<file path="src/design/ttc_pkg.sv">
// shared types, constants and coefficient tables of the thermistor converter
`timescale 1ns / 1ps

package ttc_pkg;

  localparam int unsigned SAMPLES_PER_AVERAGE = 10;
  localparam int unsigned NUM_BANDS = 13;

  // ceil(2^24 / samples per average), exact floor quotient for any 18-bit sum
  localparam logic [31:0] AVG_RECIP =
    32'((33'd16777216 + 33'(SAMPLES_PER_AVERAGE) - 33'd1) / 33'(SAMPLES_PER_AVERAGE));

  localparam logic [11:0] ADC_FULL = 12'd4095;
  localparam logic [3:0]  NO_BAND  = 4'd15;
  localparam logic [3:0]  TOP_BAND = 4'd12;
  localparam logic [33:0] TOP_EDGE = 34'd5975552;
  localparam logic [31:0] LN2_Q32  = 32'd2977044472;
  localparam logic [48:0] ONE_Q48  = 49'h1_0000_0000_0000;
  localparam logic [19:0] RREF_RESET = 20'd9870;

  localparam logic signed [9:0] T_ZERO_KELVIN = -10'sd273;
  localparam logic signed [9:0] T_MAX = 10'sd511;
  localparam logic signed [9:0] T_MIN = -10'sd512;

  typedef enum logic [1:0] {
    ST_FOUND   = 2'd0,
    ST_HELD    = 2'd1,
    ST_INVALID = 2'd2
  } status_t;

  typedef enum logic {
    OP_MUL = 1'b0,
    OP_DIV = 1'b1
  } alu_op_t;

  // request to the shared arithmetic unit
  typedef struct packed {
    logic        start;
    alu_op_t     op;
    logic [48:0] opa;
    logic [48:0] opb;
  } alu_cmd_t;

  // answer of the shared arithmetic unit
  typedef struct packed {
    logic        busy;
    logic        done;
    logic [71:0] result;
  } alu_rsp_t;

  // round(man * 2^48 / 10^k) by long division, elaboration only
  function automatic logic [39:0] coef_scale(input logic [39:0] man, input int unsigned k);
    logic [95:0] num;
    logic [59:0] den;
    logic [59:0] rem;
    logic [95:0] quo;
    den = 60'd1;
    for (int unsigned i = 0; i < k; i++) den = den * 60'd10;
    num = {8'd0, man, 48'd0};
    rem = '0;
    quo = '0;
    for (int i = 95; i >= 0; i--) begin
      rem = {rem[58:0], num[i]};
      quo = {quo[94:0], 1'b0};
      if (rem >= den) begin
        rem = rem - den;
        quo[0] = 1'b1;
      end
    end
    if ({rem, 1'b0} >= {1'b0, den}) quo = quo + 96'd1;
    return quo[39:0];
  endfunction

  localparam logic [33:0] BAND_LOW [NUM_BANDS] = '{
    34'd6544, 34'd9378, 34'd13650, 34'd20224, 34'd30567, 34'd47284, 34'd75188,
    34'd123572, 34'd211610, 34'd381696, 34'd730624, 34'd1498880, 34'd3332608
  };

  localparam logic [39:0] COEF_A [NUM_BANDS] = '{
    coef_scale(40'd1673744484, 12), coef_scale(40'd1626967742, 12),
    coef_scale(40'd1640897658, 12), coef_scale(40'd1622693990, 12),
    coef_scale(40'd1556142469, 12), coef_scale(40'd1584648860, 12),
    coef_scale(40'd1494842800, 12), coef_scale(40'd1462092077, 12),
    coef_scale(40'd1410553889, 12), coef_scale(40'd1373696154, 12),
    coef_scale(40'd1356809063, 12), coef_scale(40'd1393819878, 12),
    coef_scale(40'd1390630395, 12)
  };

  localparam logic [39:0] COEF_B [NUM_BANDS] = '{
    coef_scale(40'd2003603190, 13), coef_scale(40'd2199439949, 13),
    coef_scale(40'd2141247478, 13), coef_scale(40'd2204903946, 13),
    coef_scale(40'd2412217354, 13), coef_scale(40'd2325539830, 13),
    coef_scale(40'd2565749327, 13), coef_scale(40'd2644119345, 13),
    coef_scale(40'd2765768030, 13), coef_scale(40'd2840852189, 13),
    coef_scale(40'd2868265492, 13), coef_scale(40'd2800689802, 13),
    coef_scale(40'd2805660005, 13)
  };

  localparam logic [39:0] COEF_C [NUM_BANDS] = '{
    coef_scale(40'd1178163989, 15), coef_scale(40'd6665851264, 16),
    coef_scale(40'd8149252608, 16), coef_scale(40'd6993132700, 16),
    coef_scale(40'd4013575752, 16), coef_scale(40'd5209143518, 16),
    coef_scale(40'd2659751121, 16), coef_scale(40'd1999218291, 16),
    coef_scale(40'd9992682963, 17), coef_scale(40'd5343930830, 17),
    coef_scale(40'd4378552036, 17), coef_scale(40'd7702209069, 17),
    coef_scale(40'd7520202377, 17)
  };

endpackage

</file>
<file path="src/design/ttc_alu.sv">
// shared shift-add multiplier and restoring divider, one step per cycle
`timescale 1ns / 1ps

module ttc_alu (
  input  logic              clk,
  input  logic              rst_n,
  input  ttc_pkg::alu_cmd_t cmd,
  output ttc_pkg::alu_rsp_t rsp
);

  localparam logic [5:0] MUL_STEPS = 6'd32;
  localparam logic [5:0] DIV_STEPS = 6'd49;

  logic              busy_r, busy_nxt;
  logic              done_r, done_nxt;
  logic [5:0]        cnt_r, cnt_nxt;
  ttc_pkg::alu_op_t  op_r, op_nxt;
  logic [71:0]       p_r, p_nxt;
  logic [39:0]       mcand_r, mcand_nxt;
  logic [48:0]       quo_r, quo_nxt;
  logic [47:0]       rem_r, rem_nxt;
  logic [47:0]       dvsr_r, dvsr_nxt;

  logic [40:0] add_sum;
  logic [49:0] sub_diff;

  // one 41-bit add for multiply, one 50-bit subtract for divide
  assign add_sum  = {1'b0, p_r[71:32]} + (p_r[0] ? {1'b0, mcand_r} : 41'd0);
  assign sub_diff = {1'b0, rem_r, quo_r[48]} - {2'b00, dvsr_r};

  always_comb begin
    busy_nxt  = busy_r;
    done_nxt  = 1'b0;
    cnt_nxt   = cnt_r;
    op_nxt    = op_r;
    p_nxt     = p_r;
    mcand_nxt = mcand_r;
    quo_nxt   = quo_r;
    rem_nxt   = rem_r;
    dvsr_nxt  = dvsr_r;
    if (cmd.start) begin
      busy_nxt = 1'b1;
      op_nxt   = cmd.op;
      if (cmd.op == ttc_pkg::OP_MUL) begin
        p_nxt     = {40'd0, cmd.opb[31:0]};
        mcand_nxt = cmd.opa[39:0];
        cnt_nxt   = MUL_STEPS;
      end else begin
        quo_nxt  = cmd.opa;
        rem_nxt  = '0;
        dvsr_nxt = cmd.opb[47:0];
        cnt_nxt  = DIV_STEPS;
      end
    end else if (busy_r) begin
      if (op_r == ttc_pkg::OP_MUL) begin
        p_nxt = {add_sum, p_r[31:1]};
      end else if (!sub_diff[49]) begin
        rem_nxt = sub_diff[47:0];
        quo_nxt = {quo_r[47:0], 1'b1};
      end else begin
        rem_nxt = {rem_r[46:0], quo_r[48]};
        quo_nxt = {quo_r[47:0], 1'b0};
      end
      cnt_nxt = cnt_r - 6'd1;
      if (cnt_r == 6'd1) begin
        busy_nxt = 1'b0;
        done_nxt = 1'b1;
      end
    end
  end

  always_ff @(posedge clk) begin
    if (!rst_n) begin
      busy_r <= 1'b0;
      done_r <= 1'b0;
      cnt_r  <= '0;
      op_r   <= ttc_pkg::OP_MUL;
    end else begin
      busy_r <= busy_nxt;
      done_r <= done_nxt;
      cnt_r  <= cnt_nxt;
      op_r   <= op_nxt;
    end
    p_r     <= p_nxt;
    mcand_r <= mcand_nxt;
    quo_r   <= quo_nxt;
    rem_r   <= rem_nxt;
    dvsr_r  <= dvsr_nxt;
  end

  assign rsp.busy   = busy_r;
  assign rsp.done   = done_r;
  assign rsp.result = (op_r == ttc_pkg::OP_MUL) ? p_r : {23'd0, quo_r};

endmodule

</file>
<file path="src/design/thermistor_temperature_converter_top.sv">
// thermistor converter top: sample averaging, band select, steinhart-hart sequencer
// a sample that does not complete an average is only added to the sum and gives no result
// the sample that completes an average starts a conversion, its length set by the shared
//   multiply/divide unit, one product or quotient at a time; the 24 squarings for the log dominate
// no sample is taken while a conversion runs; a result waits in an output register
// rst_n is synchronous: sum and count clear, no band held, resistor back to 9870 ohms
`timescale 1ns / 1ps

module thermistor_temperature_converter_top (
  input  logic        clk,
  input  logic        rst_n,
  // sample input
  input  logic        in_tvalid,
  output logic        in_tready,
  input  logic [15:0] in_tdata,   // [11:0] adc_sample
  // result output
  output logic        out_tvalid,
  input  logic        out_tready,
  output logic [15:0] out_tdata,  // [9:0] temperature_c
  output logic [7:0]  out_tuser,  // [1:0] status
  // reference resistor register
  input  logic        cfg_valid,
  output logic        cfg_ready,
  input  logic [23:0] cfg_data    // [19:0] reference_resistor_ohms
);

  // sequencer states, one-hot
  typedef enum logic [16:0] {
    S_IDLE  = 17'd1 << 0,
    S_AVG   = 17'd1 << 1,
    S_NUM   = 17'd1 << 2,
    S_RDIV  = 17'd1 << 3,
    S_RANGE = 17'd1 << 4,
    S_BAND  = 17'd1 << 5,
    S_NORM  = 17'd1 << 6,
    S_SQ    = 17'd1 << 7,
    S_LN    = 17'd1 << 8,
    S_TB    = 17'd1 << 9,
    S_L2    = 17'd1 << 10,
    S_L3    = 17'd1 << 11,
    S_TC    = 17'd1 << 12,
    S_DEN   = 17'd1 << 13,
    S_KDIV  = 17'd1 << 14,
    S_OUT   = 17'd1 << 15,
    S_SPARE = 17'd1 << 16
  } state_t;

  state_t state_r, state_nxt;

  // control state
  logic [17:0] sum_r, sum_nxt;
  logic [3:0]  cnt_r, cnt_nxt;
  logic [3:0]  held_r, held_nxt;
  logic [19:0] rref_r, rref_nxt;
  logic        pend_r, pend_nxt;
  logic        out_valid_r, out_valid_nxt;

  // working registers of one conversion
  logic [17:0] wsum_r, wsum_nxt;
  logic [11:0] avg_r, avg_nxt;
  logic [31:0] num_r, num_nxt;
  logic [33:0] r_r, r_nxt;
  logic [3:0]  k_r, k_nxt;
  logic [1:0]  stat_r, stat_nxt;
  logic [33:0] sh_r, sh_nxt;
  logic [5:0]  e_r, e_nxt;
  logic [30:0] m_r, m_nxt;
  logic [23:0] f_r, f_nxt;
  logic [4:0]  it_r, it_nxt;
  logic        neg_r, neg_nxt;
  logic [29:0] l_r, l_nxt;
  logic [47:0] tb_r, tb_nxt;
  logic [35:0] l2_r, l2_nxt;
  logic [39:0] l3_r, l3_nxt;
  logic [47:0] tc_r, tc_nxt;
  logic        dneg_r, dneg_nxt;
  logic [47:0] dabs_r, dabs_nxt;
  logic [9:0]  temp_r, temp_nxt;
  logic [9:0]  out_temp_r, out_temp_nxt;
  logic [1:0]  out_stat_r, out_stat_nxt;

  ttc_pkg::alu_cmd_t alu_cmd;
  ttc_pkg::alu_rsp_t alu_rsp;

  ttc_alu u_alu (
    .clk   (clk),
    .rst_n (rst_n),
    .cmd   (alu_cmd),
    .rsp   (alu_rsp)
  );

  logic        in_acc;
  logic [17:0] sum_add;
  logic [3:0]  cnt_inc;
  logic        in_range;
  logic [6:0]  exp_s;
  logic [30:0] y_s;
  logic [29:0] y_mag;
  logic [48:0] den_sum;
  logic [49:0] den_s;
  logic [31:0] sq;
  logic [48:0] kq;

  assign in_tready = (state_r == S_IDLE);
  assign cfg_ready = 1'b1;
  assign in_acc    = in_tvalid && in_tready;
  assign sum_add   = sum_r + {6'd0, in_tdata[11:0]};
  assign cnt_inc   = cnt_r + 4'd1;

  assign in_range = (r_r >= ttc_pkg::BAND_LOW[0]) && (r_r <= ttc_pkg::TOP_EDGE);

  // log2 in q.24: exponent is msb position minus 8, fraction from squarings
  assign exp_s = {1'b0, e_r} - 7'd8;
  assign y_s   = {exp_s, f_r};
  assign y_mag = y_s[30] ? 30'(-y_s) : y_s[29:0];

  // denominator a + s*(tb + tc)
  assign den_sum = {1'b0, tb_r} + {1'b0, tc_r};
  assign den_s   = neg_r ? ({10'd0, ttc_pkg::COEF_A[held_r]} - {1'b0, den_sum})
                         : ({10'd0, ttc_pkg::COEF_A[held_r]} + {1'b0, den_sum});

  assign sq = alu_rsp.result[61:30];
  assign kq = alu_rsp.result[48:0];

  // operand selection for the shared unit
  always_comb begin
    alu_cmd.start = pend_r;
    alu_cmd.op    = ttc_pkg::OP_MUL;
    alu_cmd.opa   = '0;
    alu_cmd.opb   = '0;
    case (state_r)
      S_AVG: begin
        // mean by reciprocal multiply, quotient in bits 24 and up
        alu_cmd.opa = {31'd0, wsum_r};
        alu_cmd.opb = {17'd0, ttc_pkg::AVG_RECIP};
      end
      S_NUM: begin
        alu_cmd.opa = {29'd0, rref_r};
        alu_cmd.opb = {37'd0, ttc_pkg::ADC_FULL - avg_r};
      end
      S_RDIV: begin
        alu_cmd.op  = ttc_pkg::OP_DIV;
        alu_cmd.opa = {9'd0, num_r, 8'd0};
        alu_cmd.opb = {37'd0, avg_r};
      end
      S_SQ: begin
        alu_cmd.opa = {18'd0, m_r};
        alu_cmd.opb = {18'd0, m_r};
      end
      S_LN: begin
        alu_cmd.opa = {19'd0, y_mag};
        alu_cmd.opb = {17'd0, ttc_pkg::LN2_Q32};
      end
      S_TB: begin
        alu_cmd.opa = {9'd0, ttc_pkg::COEF_B[held_r]};
        alu_cmd.opb = {19'd0, l_r};
      end
      S_L2: begin
        alu_cmd.opa = {19'd0, l_r};
        alu_cmd.opb = {19'd0, l_r};
      end
      S_L3: begin
        alu_cmd.opa = {13'd0, l2_r};
        alu_cmd.opb = {19'd0, l_r};
      end
      S_TC: begin
        alu_cmd.opa = {9'd0, l3_r};
        alu_cmd.opb = {17'd0, ttc_pkg::COEF_C[held_r][31:0]};
      end
      S_KDIV: begin
        alu_cmd.op  = ttc_pkg::OP_DIV;
        alu_cmd.opa = ttc_pkg::ONE_Q48;
        alu_cmd.opb = {1'b0, dabs_r};
      end
      default: begin
        alu_cmd.op = ttc_pkg::OP_MUL;
      end
    endcase
  end

  // sequencer
  always_comb begin
    state_nxt     = state_r;
    sum_nxt       = sum_r;
    cnt_nxt       = cnt_r;
    held_nxt      = held_r;
    rref_nxt      = rref_r;
    pend_nxt      = 1'b0;
    out_valid_nxt = out_valid_r;
    wsum_nxt      = wsum_r;
    avg_nxt       = avg_r;
    num_nxt       = num_r;
    r_nxt         = r_r;
    k_nxt         = k_r;
    stat_nxt      = stat_r;
    sh_nxt        = sh_r;
    e_nxt         = e_r;
    m_nxt         = m_r;
    f_nxt         = f_r;
    it_nxt        = it_r;
    neg_nxt       = neg_r;
    l_nxt         = l_r;
    tb_nxt        = tb_r;
    l2_nxt        = l2_r;
    l3_nxt        = l3_r;
    tc_nxt        = tc_r;
    dneg_nxt      = dneg_r;
    dabs_nxt      = dabs_r;
    temp_nxt      = temp_r;
    out_temp_nxt  = out_temp_r;
    out_stat_nxt  = out_stat_r;

    if (cfg_valid && cfg_ready) rref_nxt = cfg_data[19:0];
    if (out_valid_r && out_tready) out_valid_nxt = 1'b0;

    case (state_r)
      S_IDLE: begin
        if (in_acc) begin
          if (cnt_inc == 4'(ttc_pkg::SAMPLES_PER_AVERAGE)) begin
            wsum_nxt  = sum_add;
            sum_nxt   = '0;
            cnt_nxt   = '0;
            pend_nxt  = 1'b1;
            state_nxt = S_AVG;
          end else begin
            sum_nxt = sum_add;
            cnt_nxt = cnt_inc;
          end
        end
      end
      S_AVG: begin
        if (alu_rsp.done) begin
          avg_nxt = alu_rsp.result[35:24];
          if (alu_rsp.result[35:24] == 12'd0) begin
            stat_nxt  = ttc_pkg::ST_INVALID;
            temp_nxt  = '0;
            state_nxt = S_OUT;
          end else begin
            pend_nxt  = 1'b1;
            state_nxt = S_NUM;
          end
        end
      end
      S_NUM: begin
        if (alu_rsp.done) begin
          num_nxt   = alu_rsp.result[31:0];
          pend_nxt  = 1'b1;
          state_nxt = S_RDIV;
        end
      end
      S_RDIV: begin
        if (alu_rsp.done) begin
          // saturate to q26.8
          r_nxt     = (alu_rsp.result[39:34] != 6'd0) ? '1 : alu_rsp.result[33:0];
          state_nxt = S_RANGE;
        end
      end
      S_RANGE: begin
        sh_nxt = r_r;
        e_nxt  = 6'd33;
        if (in_range) begin
          k_nxt     = ttc_pkg::TOP_BAND;
          state_nxt = S_BAND;
        end else if (held_r == ttc_pkg::NO_BAND) begin
          stat_nxt  = ttc_pkg::ST_INVALID;
          temp_nxt  = '0;
          state_nxt = S_OUT;
        end else if (r_r == 34'd0) begin
          // zero resistance reads as zero kelvin
          stat_nxt  = ttc_pkg::ST_HELD;
          temp_nxt  = ttc_pkg::T_ZERO_KELVIN;
          state_nxt = S_OUT;
        end else begin
          stat_nxt  = ttc_pkg::ST_HELD;
          state_nxt = S_NORM;
        end
      end
      S_BAND: begin
        // walk down from the top band, one edge per cycle
        if (r_r >= ttc_pkg::BAND_LOW[k_r]) begin
          held_nxt  = k_r;
          stat_nxt  = ttc_pkg::ST_FOUND;
          state_nxt = S_NORM;
        end else begin
          k_nxt = k_r - 4'd1;
        end
      end
      S_NORM: begin
        if (sh_r[33]) begin
          m_nxt     = sh_r[33:3];
          f_nxt     = '0;
          it_nxt    = '0;
          pend_nxt  = 1'b1;
          state_nxt = S_SQ;
        end else begin
          sh_nxt = {sh_r[32:0], 1'b0};
          e_nxt  = e_r - 6'd1;
        end
      end
      S_SQ: begin
        if (alu_rsp.done) begin
          m_nxt    = sq[31] ? sq[31:1] : sq[30:0];
          f_nxt    = {f_r[22:0], sq[31]};
          it_nxt   = it_r + 5'd1;
          pend_nxt = 1'b1;
          if (it_r == 5'd23) state_nxt = S_LN;
        end
      end
      S_LN: begin
        if (alu_rsp.done) begin
          l_nxt     = alu_rsp.result[61:32];
          neg_nxt   = y_s[30];
          pend_nxt  = 1'b1;
          state_nxt = S_TB;
        end
      end
      S_TB: begin
        if (alu_rsp.done) begin
          tb_nxt    = alu_rsp.result[71:24];
          pend_nxt  = 1'b1;
          state_nxt = S_L2;
        end
      end
      S_L2: begin
        if (alu_rsp.done) begin
          l2_nxt    = alu_rsp.result[59:24];
          pend_nxt  = 1'b1;
          state_nxt = S_L3;
        end
      end
      S_L3: begin
        if (alu_rsp.done) begin
          l3_nxt    = alu_rsp.result[63:24];
          pend_nxt  = 1'b1;
          state_nxt = S_TC;
        end
      end
      S_TC: begin
        if (alu_rsp.done) begin
          tc_nxt    = alu_rsp.result[71:24];
          state_nxt = S_DEN;
        end
      end
      S_DEN: begin
        dneg_nxt = den_s[49];
        dabs_nxt = den_s[49] ? 48'(-den_s) : den_s[47:0];
        if (den_s == 50'd0) begin
          temp_nxt  = ttc_pkg::T_MAX;
          state_nxt = S_OUT;
        end else begin
          pend_nxt  = 1'b1;
          state_nxt = S_KDIV;
        end
      end
      S_KDIV: begin
        if (alu_rsp.done) begin
          // kelvin minus 273, saturated to the output range
          if (!dneg_r) begin
            if (kq > 49'd784) temp_nxt = ttc_pkg::T_MAX;
            else temp_nxt = 10'(kq[10:0] - 11'd273);
          end else begin
            if (kq > 49'd239) temp_nxt = ttc_pkg::T_MIN;
            else temp_nxt = 10'(11'd0 - kq[10:0] - 11'd273);
          end
          state_nxt = S_OUT;
        end
      end
      S_OUT: begin
        if (!out_valid_r || out_tready) begin
          out_valid_nxt = 1'b1;
          out_temp_nxt  = temp_r;
          out_stat_nxt  = stat_r;
          state_nxt     = S_IDLE;
        end
      end
      default: begin
        state_nxt = S_IDLE;
      end
    endcase
  end

  always_ff @(posedge clk) begin
    if (!rst_n) begin
      state_r     <= S_IDLE;
      sum_r       <= '0;
      cnt_r       <= '0;
      held_r      <= ttc_pkg::NO_BAND;
      rref_r      <= ttc_pkg::RREF_RESET;
      pend_r      <= 1'b0;
      out_valid_r <= 1'b0;
    end else begin
      state_r     <= state_nxt;
      sum_r       <= sum_nxt;
      cnt_r       <= cnt_nxt;
      held_r      <= held_nxt;
      rref_r      <= rref_nxt;
      pend_r      <= pend_nxt;
      out_valid_r <= out_valid_nxt;
    end
    wsum_r     <= wsum_nxt;
    avg_r      <= avg_nxt;
    num_r      <= num_nxt;
    r_r        <= r_nxt;
    k_r        <= k_nxt;
    stat_r     <= stat_nxt;
    sh_r       <= sh_nxt;
    e_r        <= e_nxt;
    m_r        <= m_nxt;
    f_r        <= f_nxt;
    it_r       <= it_nxt;
    neg_r      <= neg_nxt;
    l_r        <= l_nxt;
    tb_r       <= tb_nxt;
    l2_r       <= l2_nxt;
    l3_r       <= l3_nxt;
    tc_r       <= tc_nxt;
    dneg_r     <= dneg_nxt;
    dabs_r     <= dabs_nxt;
    temp_r     <= temp_nxt;
    out_temp_r <= out_temp_nxt;
    out_stat_r <= out_stat_nxt;
  end

  assign out_tvalid = out_valid_r;
  assign out_tdata  = {6'd0, out_temp_r};
  assign out_tuser  = {6'd0, out_stat_r};

  // a request to the shared unit only while it is free
  a_alu_free: assert property (@(posedge clk) disable iff (!rst_n)
    alu_cmd.start |-> !alu_rsp.busy)
    else $error("arithmetic unit started while busy");

  // held band is either a real band or the no-band mark
  a_held_legal: assert property (@(posedge clk) disable iff (!rst_n)
    (held_r <= ttc_pkg::TOP_BAND) || (held_r == ttc_pkg::NO_BAND))
    else $error("held band out of range");

  // an invalid result always carries zero temperature
  a_invalid_zero: assert property (@(posedge clk) disable iff (!rst_n)
    out_valid_r && (out_stat_r == ttc_pkg::ST_INVALID) |-> (out_temp_r == 10'd0))
    else $error("invalid result with nonzero temperature");

  // a valid temperature needs a coefficient set
  a_band_held: assert property (@(posedge clk) disable iff (!rst_n)
    out_valid_r && (out_stat_r != ttc_pkg::ST_INVALID) |-> (held_r != ttc_pkg::NO_BAND))
    else $error("temperature reported with no band held");

  // sample count never reaches the block size
  a_count_range: assert property (@(posedge clk) disable iff (!rst_n)
    cnt_r < 4'(ttc_pkg::SAMPLES_PER_AVERAGE))
    else $error("sample count overran");

endmodule

</file>
<file path="config.mk">
export PLATFORM = sky130hd
export DESIGN_NAME = thermistor_temperature_converter_top
export DESIGN_NICKNAME = d
export VERILOG_FILES = /design/src/design/ttc_pkg.sv /design/src/design/ttc_alu.sv /design/src/design/thermistor_temperature_converter_top.sv
export SDC_FILE = /design/constraint.sdc
export NUM_CORES = 2
export LEC_CHECK = 0
export ABC_AREA = 1
export BUFFER_PORTS_ARGS = -buffer_cell sky130_fd_sc_hd__buf_2
export CAP_MARGIN = 0
export CORE_ASPECT_RATIO = 1.2
export CORE_MARGIN = 5
export CORE_UTILIZATION = 45
export CTS_CLUSTER_SIZE = 8
export DETAILED_ROUTE_END_ITERATION = 6
export SYNTH_ARGS = -nofsm -noshare
export SYNTH_HDL_FRONTEND = slang
export SYNTH_SLANG_ARGS = --single-unit
</file>
<file path="constraint.sdc">
create_clock -name clk -period 7.25 [get_ports clk]
set_input_delay 1.0875 -clock clk [delete_from_list [all_inputs] [get_ports clk]]
set_output_delay 1.0875 -clock clk [all_outputs]
set_load 0.01 [all_outputs]
</file>
Word level (Yosys, flattened, before mapping). Memory sizes are Yosys's and may differ from the RTL's. Cells that the tools add are included.

Word-level logic and storage cells: 265. Bits in registers: 807. ROM bits: 2464. Output and inout bits: 27. Memories: 4.

Memory list: (no name shown) (words 16, bits a word 40, read ports 1, clocked after Yosys merged registers in 0, wr ports 0, RTL line thermistor_temperature_converter_top.sv:168) `alu_cmd.opb = {17'd0, ttc_pkg::COEF_C[held_r][31:0]};`; (no name shown) (words 16, bits a word 40, read ports 1, clocked after Yosys merged registers in 0, wr ports 0, RTL line thermistor_temperature_converter_top.sv:155) `alu_cmd.opa = {9'd0, ttc_pkg::COEF_B[held_r]};`; (no name shown) (words 16, bits a word 40, read ports 1, clocked after Yosys merged registers in 0, wr ports 0, RTL line thermistor_temperature_converter_top.sv:120) `: ({10'd0, ttc_pkg::COEF_A[held_r]} + {1'b0, den_sum});`; (no name shown) (words 16, bits a word 34, read ports 1, clocked after Yosys merged registers in 0, wr ports 0, RTL line thermistor_temperature_converter_top.sv:280) `if (r_r >= ttc_pkg::BAND_LOW[k_r]) begin`.

Equal/unequal tests: 46. Bitwise operators: 5. Reduce and logical (&&, ||, !) cells: 41. Muxes and demuxes: 105. Magnitude comparators: 7. Add/sub/neg operators: 18.

Operators by type and width (count): $pmux W98 S10 (1); $mux W72 (5); $mux W48 (6); $mux W17 (16); $pmux W17 S16 (1); $mux W40 (5); $mux W49 (4); $mux W34 (3); $mux W10 (10); $mux W31 (3); $mux W16 (5); $pmux W34 S2 (1); $mux W32 (2); $pmux W31 S2 (1); $add A40 B49 Y50 (1); $logic_not A50 Y1 (1); $mux W50 (1); $sub A40 B49 Y50 (1); $sub A49 B48 Y50 (1); $add A48 B48 Y49 (1); $gt A49 B10 Y1 const B (1); $gt A49 B8 Y1 const B (1); $mux W24 (2); $neg A48 Y48 (1); other kinds (70) (148).

Logic depth before layout (Yosys ltp).
Depth in word-level cells: 9. Depth in mapped cells: 45.

Hierarchy. From an unflattened synthesis, not the netlist that was laid out.

Cell total of the unflattened synthesis: 6955. Area, all modules: 53311.1 µm².

Modules (own cells, without submodules): thermistor_temperature_converter_top (cells an instance 4423, times used 1, seq. area each 15574.9 µm², area an instance 35190.0 µm²); ttc_alu (cells an instance 2532, times used 1, seq. area each 7897.6 µm², area an instance 18121.1 µm²).

Least setup slack after synthesis. Ideal clock, no wire load.

Path kind: reg2reg. Start: register state_r[8]. End: register u_alu.p_r[0] (enable). Buffers on the path: 1. Setup slack: -686 ps. Stages on the path, launching flop included: 12. Period minus slack after synthesis: 7936 ps. Arrival time: 7434 ps. Path through: dfxtp_1 -> nor2_1 -> inv_1 -> nor2_1 -> inv_1 -> nor3_1 -> nand3_1 -> clkinv_1 -> clkbuf_1 -> nor3_1 -> a21oi_1 -> nor2_1.

Word-level cells in the longest chain between the ends: 5.

RTL lines: start: declaration (RTL line thermistor_temperature_converter_top.sv:48) `state_t state_r, state_nxt;`; start signal: assignment (RTL line thermistor_temperature_converter_top.sv:392) `state_r <= state_nxt;`; $eq A17 B15 Y1 / $eq A17 B4 Y1 (equally long branches) (RTL line thermistor_temperature_converter_top.sv:131) `case (state_r)`; $reduce_or A2 Y1 (no line) *; $mux W1 * (RTL line thermistor_temperature_converter_top.sv:131); $ne A2 B2 Y1 (no line) *; $reduce_and A3 Y1 (no line) *; end signal: assignment (RTL line ttc_alu.sv:84) `p_r <= p_nxt;`; end: declaration (RTL line ttc_alu.sv:18) `logic [71:0] p_r, p_nxt;`.

Every way passes the cells marked *; elsewhere a longest branch is shown, timed or not. A chain may end at the register's enable or synchronous reset.

Worst setup path in the final report.
Start: register tb_r[0]. End: register temp_r[7] (enable).

Word-level cells in the longest chain between the ends: 6.

RTL lines: start: declaration (RTL line thermistor_temperature_converter_top.sv:72) `logic [47:0] tb_r, tb_nxt;`; start signal: assignment (RTL line thermistor_temperature_converter_top.sv:413) `tb_r <= tb_nxt;`; $add A48 B48 Y49 * (RTL line thermistor_temperature_converter_top.sv:118) `assign den_sum = {1'b0, tb_r} + {1'b0, tc_r};`; $add A40 B49 Y50 / $sub A40 B49 Y50 (equally long branches) (RTL line thermistor_temperature_converter_top.sv:120, thermistor_temperature_converter_top.sv:119); $mux W50 * (RTL line thermistor_temperature_converter_top.sv:119) `assign den_s = neg_r ? ({10'd0, ttc_pkg::COEF_A[held_r]} - {1'b0, den_sum})`; $logic_not A50 Y1 * (RTL line thermistor_temperature_converter_top.sv:347) `if (den_s == 50'd0) begin`; $ne A2 B2 Y1 (no line) *; $reduce_and A7 Y1 (no line) *; end signal: assignment (RTL line thermistor_temperature_converter_top.sv:419) `temp_r <= temp_nxt;`; end: declaration (RTL line thermistor_temperature_converter_top.sv:78) `logic [9:0] temp_r, temp_nxt;`.

Marked as above.

==> summary.txt <==
IO Port Bufs = 50
layout cell share with drive strength beyond 1 = 0.0700
Data arrival, critical path = 7.07 ns
Pre-antenna DRT Iters = 6
Vias/cell = 5.66
Longest Clk Path Bufs = 3
unrepaired setup endpoints after global routing = false
die span in y = 378 µm
CP startpoint kind = register
Core Util, Final = 0.502
placed wire-length estimate = 145000 µm
worst reg2reg path depth = 35
RD Place Congestion = 0.997
synth warn = 0
htree depth = 3
Least-Margin Pin Slew = 1.12 ns
first-pass GRT wire length = 271000 µm
Top Ports = 72
setup TNS = 0 ns
# rows = 134
maxcap violations = 0
Initial Utilization = 0.454
Post-synth EDFFs = 733
slew margin rel. = 0.247
skew final = 0.0785 ns
CP Capture Type = register
GRT Util Overall = 0.307
Hold Crit Class = register to register
Synth cell types = 66
Layout area overhead = 10.6%
Power Density = 188 nW/µm²
Die X-Extent = 316 µm
post-route minimum period = 6.65 ns
Max FO, Critical Path = 10
DRC errors left = 0
Worst path max stage delay = 0.48 ns
CTS Root Cell = clkbuf_16
maximum number of pins on one net before global-route repair = 80
final setup fails = 0
most used cell, CP = nand2_1
Worst-Skew Late Latency = 0.75 ns
LEAKAGE = 0.0244 µW
clk slew on worst S/H paths = 0.06 ns
Layout Nets = 6587
register area share after synthesis = 0.463
Peak VDD IR = 0.201 mV
period utilisation layout = 0.918
Worst Hold Depth = 0
ys flop type = edfxtp_1
CP Class = register to register
area of the core = 111000 µm²
Fillers = 10736
TritonCTS Sinks = 806
Slew Viols, Final = 0
Detailed Route Iter0 Violations = 4520
Setup Fix Bufs, Post-CTS = 0
CTS tree = yes
Via Count = 44327
Cells after Synth = 6190
storage element area = 23500 µm²
fraction of registers with async set/reset = 0
WL per Instance = 23.9 µm
area of the multi-input gates = 23200 µm²
initial antenna violation count = 10
grt ovf = 0
required time worst endpoint = 7.67 ns
Synth Register Bits = 806
post-route ant nets = 0
Cell Area, Synth = 50700 µm²
Total Routed Length = 187000 µm
Syn Area/Cell = 8.18 µm²
fmax = 0.150 GHz
number of global-route vias before repair = 42261
TritonCTS Buffers = 111
outcome = completed
final hold viol count = 0
die area = 119000 µm²
CP max-delay cell = fa_1
[power breakdown]
group	switching [µW]	total, µW	internal (µW)
clock network	2030	4810	2780
logic	431	595	164
registers	27.3	5100	5080
total	2490	10500	8020
[layout by cell type, fill, tap and decap left out, types with 17 or more instances in the layout]
| cell | Yosys | final |
|---|---|---|
| nand2_1 | 1360 | 1358 |
| inv_1 | 888 | 884 |
| nor2_1 | 787 | 772 |
| edfxtp_1 | 733 | 733 |
| a21oi_1 | 413 | 412 |
| o21ai_0 | 354 | 352 |
| ha_1 | 258 | 258 |
| nand3_1 | 236 | 236 |
| xor2_1 | 141 | 141 |
| clkbuf_16 | 0 | 112 |
| buf_4 | 14 | 86 |
| dfxtp_1 | 73 | 71 |
| nor3_1 | 70 | 69 |
| nand4_1 | 63 | 63 |
| a31oi_1 | 53 | 53 |
| xnor2_1 | 53 | 52 |
| buf_2 | 5 | 50 |
| nand2_2 | 44 | 46 |
| a221oi_1 | 43 | 43 |
| or2_2 | 39 | 39 |
| clkbuf_1 | 136 | 39 |
| o211ai_1 | 36 | 36 |
| a211oi_1 | 30 | 30 |
| nor2_2 | 26 | 29 |
| nor4_1 | 26 | 26 |
| a22o_1 | 24 | 24 |
| o2111ai_1 | 23 | 23 |
| o21a_1 | 23 | 23 |
| o21bai_1 | 20 | 20 |
| inv_2 | 15 | 17 |
| nor2_4 | 5 | 17 |
[state kept, by name (all words and copies together) (netlist names), 34 cells and up]
register       cells
tb_r              48
r_r               34
l3_r              40
u_alu.dvsr_r      48
u_alu.rem_r       48
tc_r              48
dabs_r            48
u_alu.p_r         72
sh_r              34
l2_r              36
u_alu.mcand_r     40
u_alu.quo_r       49
[stage by stage]
stage,std cells,power [µW],worst slack (ns),cell area (µm²),hold slack (ns)
final,7828,10500,0.597,56000,0.428
after global routing,7821,10800,0.0733,56000,0.442
after CTS,7821,10600,0.415,56000,0.434
after detailed placement,7662,5780,0.434,52900,0.405
after global placement,7662,5770,0.485,52900,0.417
after floorplan,6201,5550,0.447,50700,0.400
[logic make-up after synthesis]
logic type / count (synthesis) / share of synthesized area
fa+ha+maj: 263 / 0.0657
mux: 7 / 0.00138
xor+xnor: 194 / 0.0335
compound gates: 1136 / 0.132
flops: 806 / 0.463
other cells: 2 / 0.000148
simple gates: 2695 / 0.222
buf+inv: 1087 / 0.0820
[synthesized netlist by cell type (30+ instances only)]
cell type  instances  area share
ha_1             258       0.064
nand4_1           63      0.0078
a221oi_1          43      0.0074
dfxtp_1           73       0.029
nand2_2           44      0.0054
nor2_1           787       0.058
a211oi_1          30      0.0044
or2_2             39      0.0048
clkbuf_1         136       0.010
inv_1            888       0.066
edfxtp_1         733        0.43
xor2_1           141       0.024
a21oi_1          413       0.041
o211ai_1          36      0.0053
xnor2_1           53      0.0092
a31oi_1           53      0.0065
nand3_1          236       0.023
o21ai_0          354       0.035
nor3_1            70      0.0069
nand2_1         1360        0.10
[layer usage]
metal	GRT usage	vias to the layer above	part of all wire
met2	0.500	2031	0.46
met5	0	-	0.000059
li1	-	20933	-
met4	0.200	2	0.077
met1	0.378	20894	0.38
met3	0.0487	467	0.080
[final cells by class]
type / count / area share
Sequential cell: 806 / 0.419
Tap cell: 1496 / 0.0334
Timing Repair Buffer: 137 / 0.0164
Antenna cell: 7 / 0.000313
Inverter: 915 / 0.0614
Clock inverter: 8 / 0.00221
Multi-Input combinational cell: 4308 / 0.414
Clock buffer: 151 / 0.0527
[repair_timing]
action | CTS | global route
setup endpoints to repair | 0 | 10
hold endpoints to repair | 0 | 0
gates resized for setup | 0 | 2
hold buffers | 0 | 0
[worst paths after layout]
kind / slack [ns] / start / end
worst max-delay path: 0.60 / tb_r[0] / temp_r[7]
worst min-delay path: 0.43 / temp_r[0] / out_temp_r[0]
worst max register to register: 0.60 / tb_r[0] / temp_r[7]
worst min register to register: 0.43 / temp_r[0] / out_temp_r[0]
[worst max-delay path, delay by kind of cell, from the launching register on]
kind	cells	cell delay, ns
XOR/XNOR	2	0.51
AO/OA/AOI/OAI	5	0.73
buffers and inverters	2	0.35
AND/OR/NAND/NOR	23	3.33
flip-flops	1	0.36
adder cells (fa/ha/maj)	3	1.08
Power figures use the tool's default switching activity.
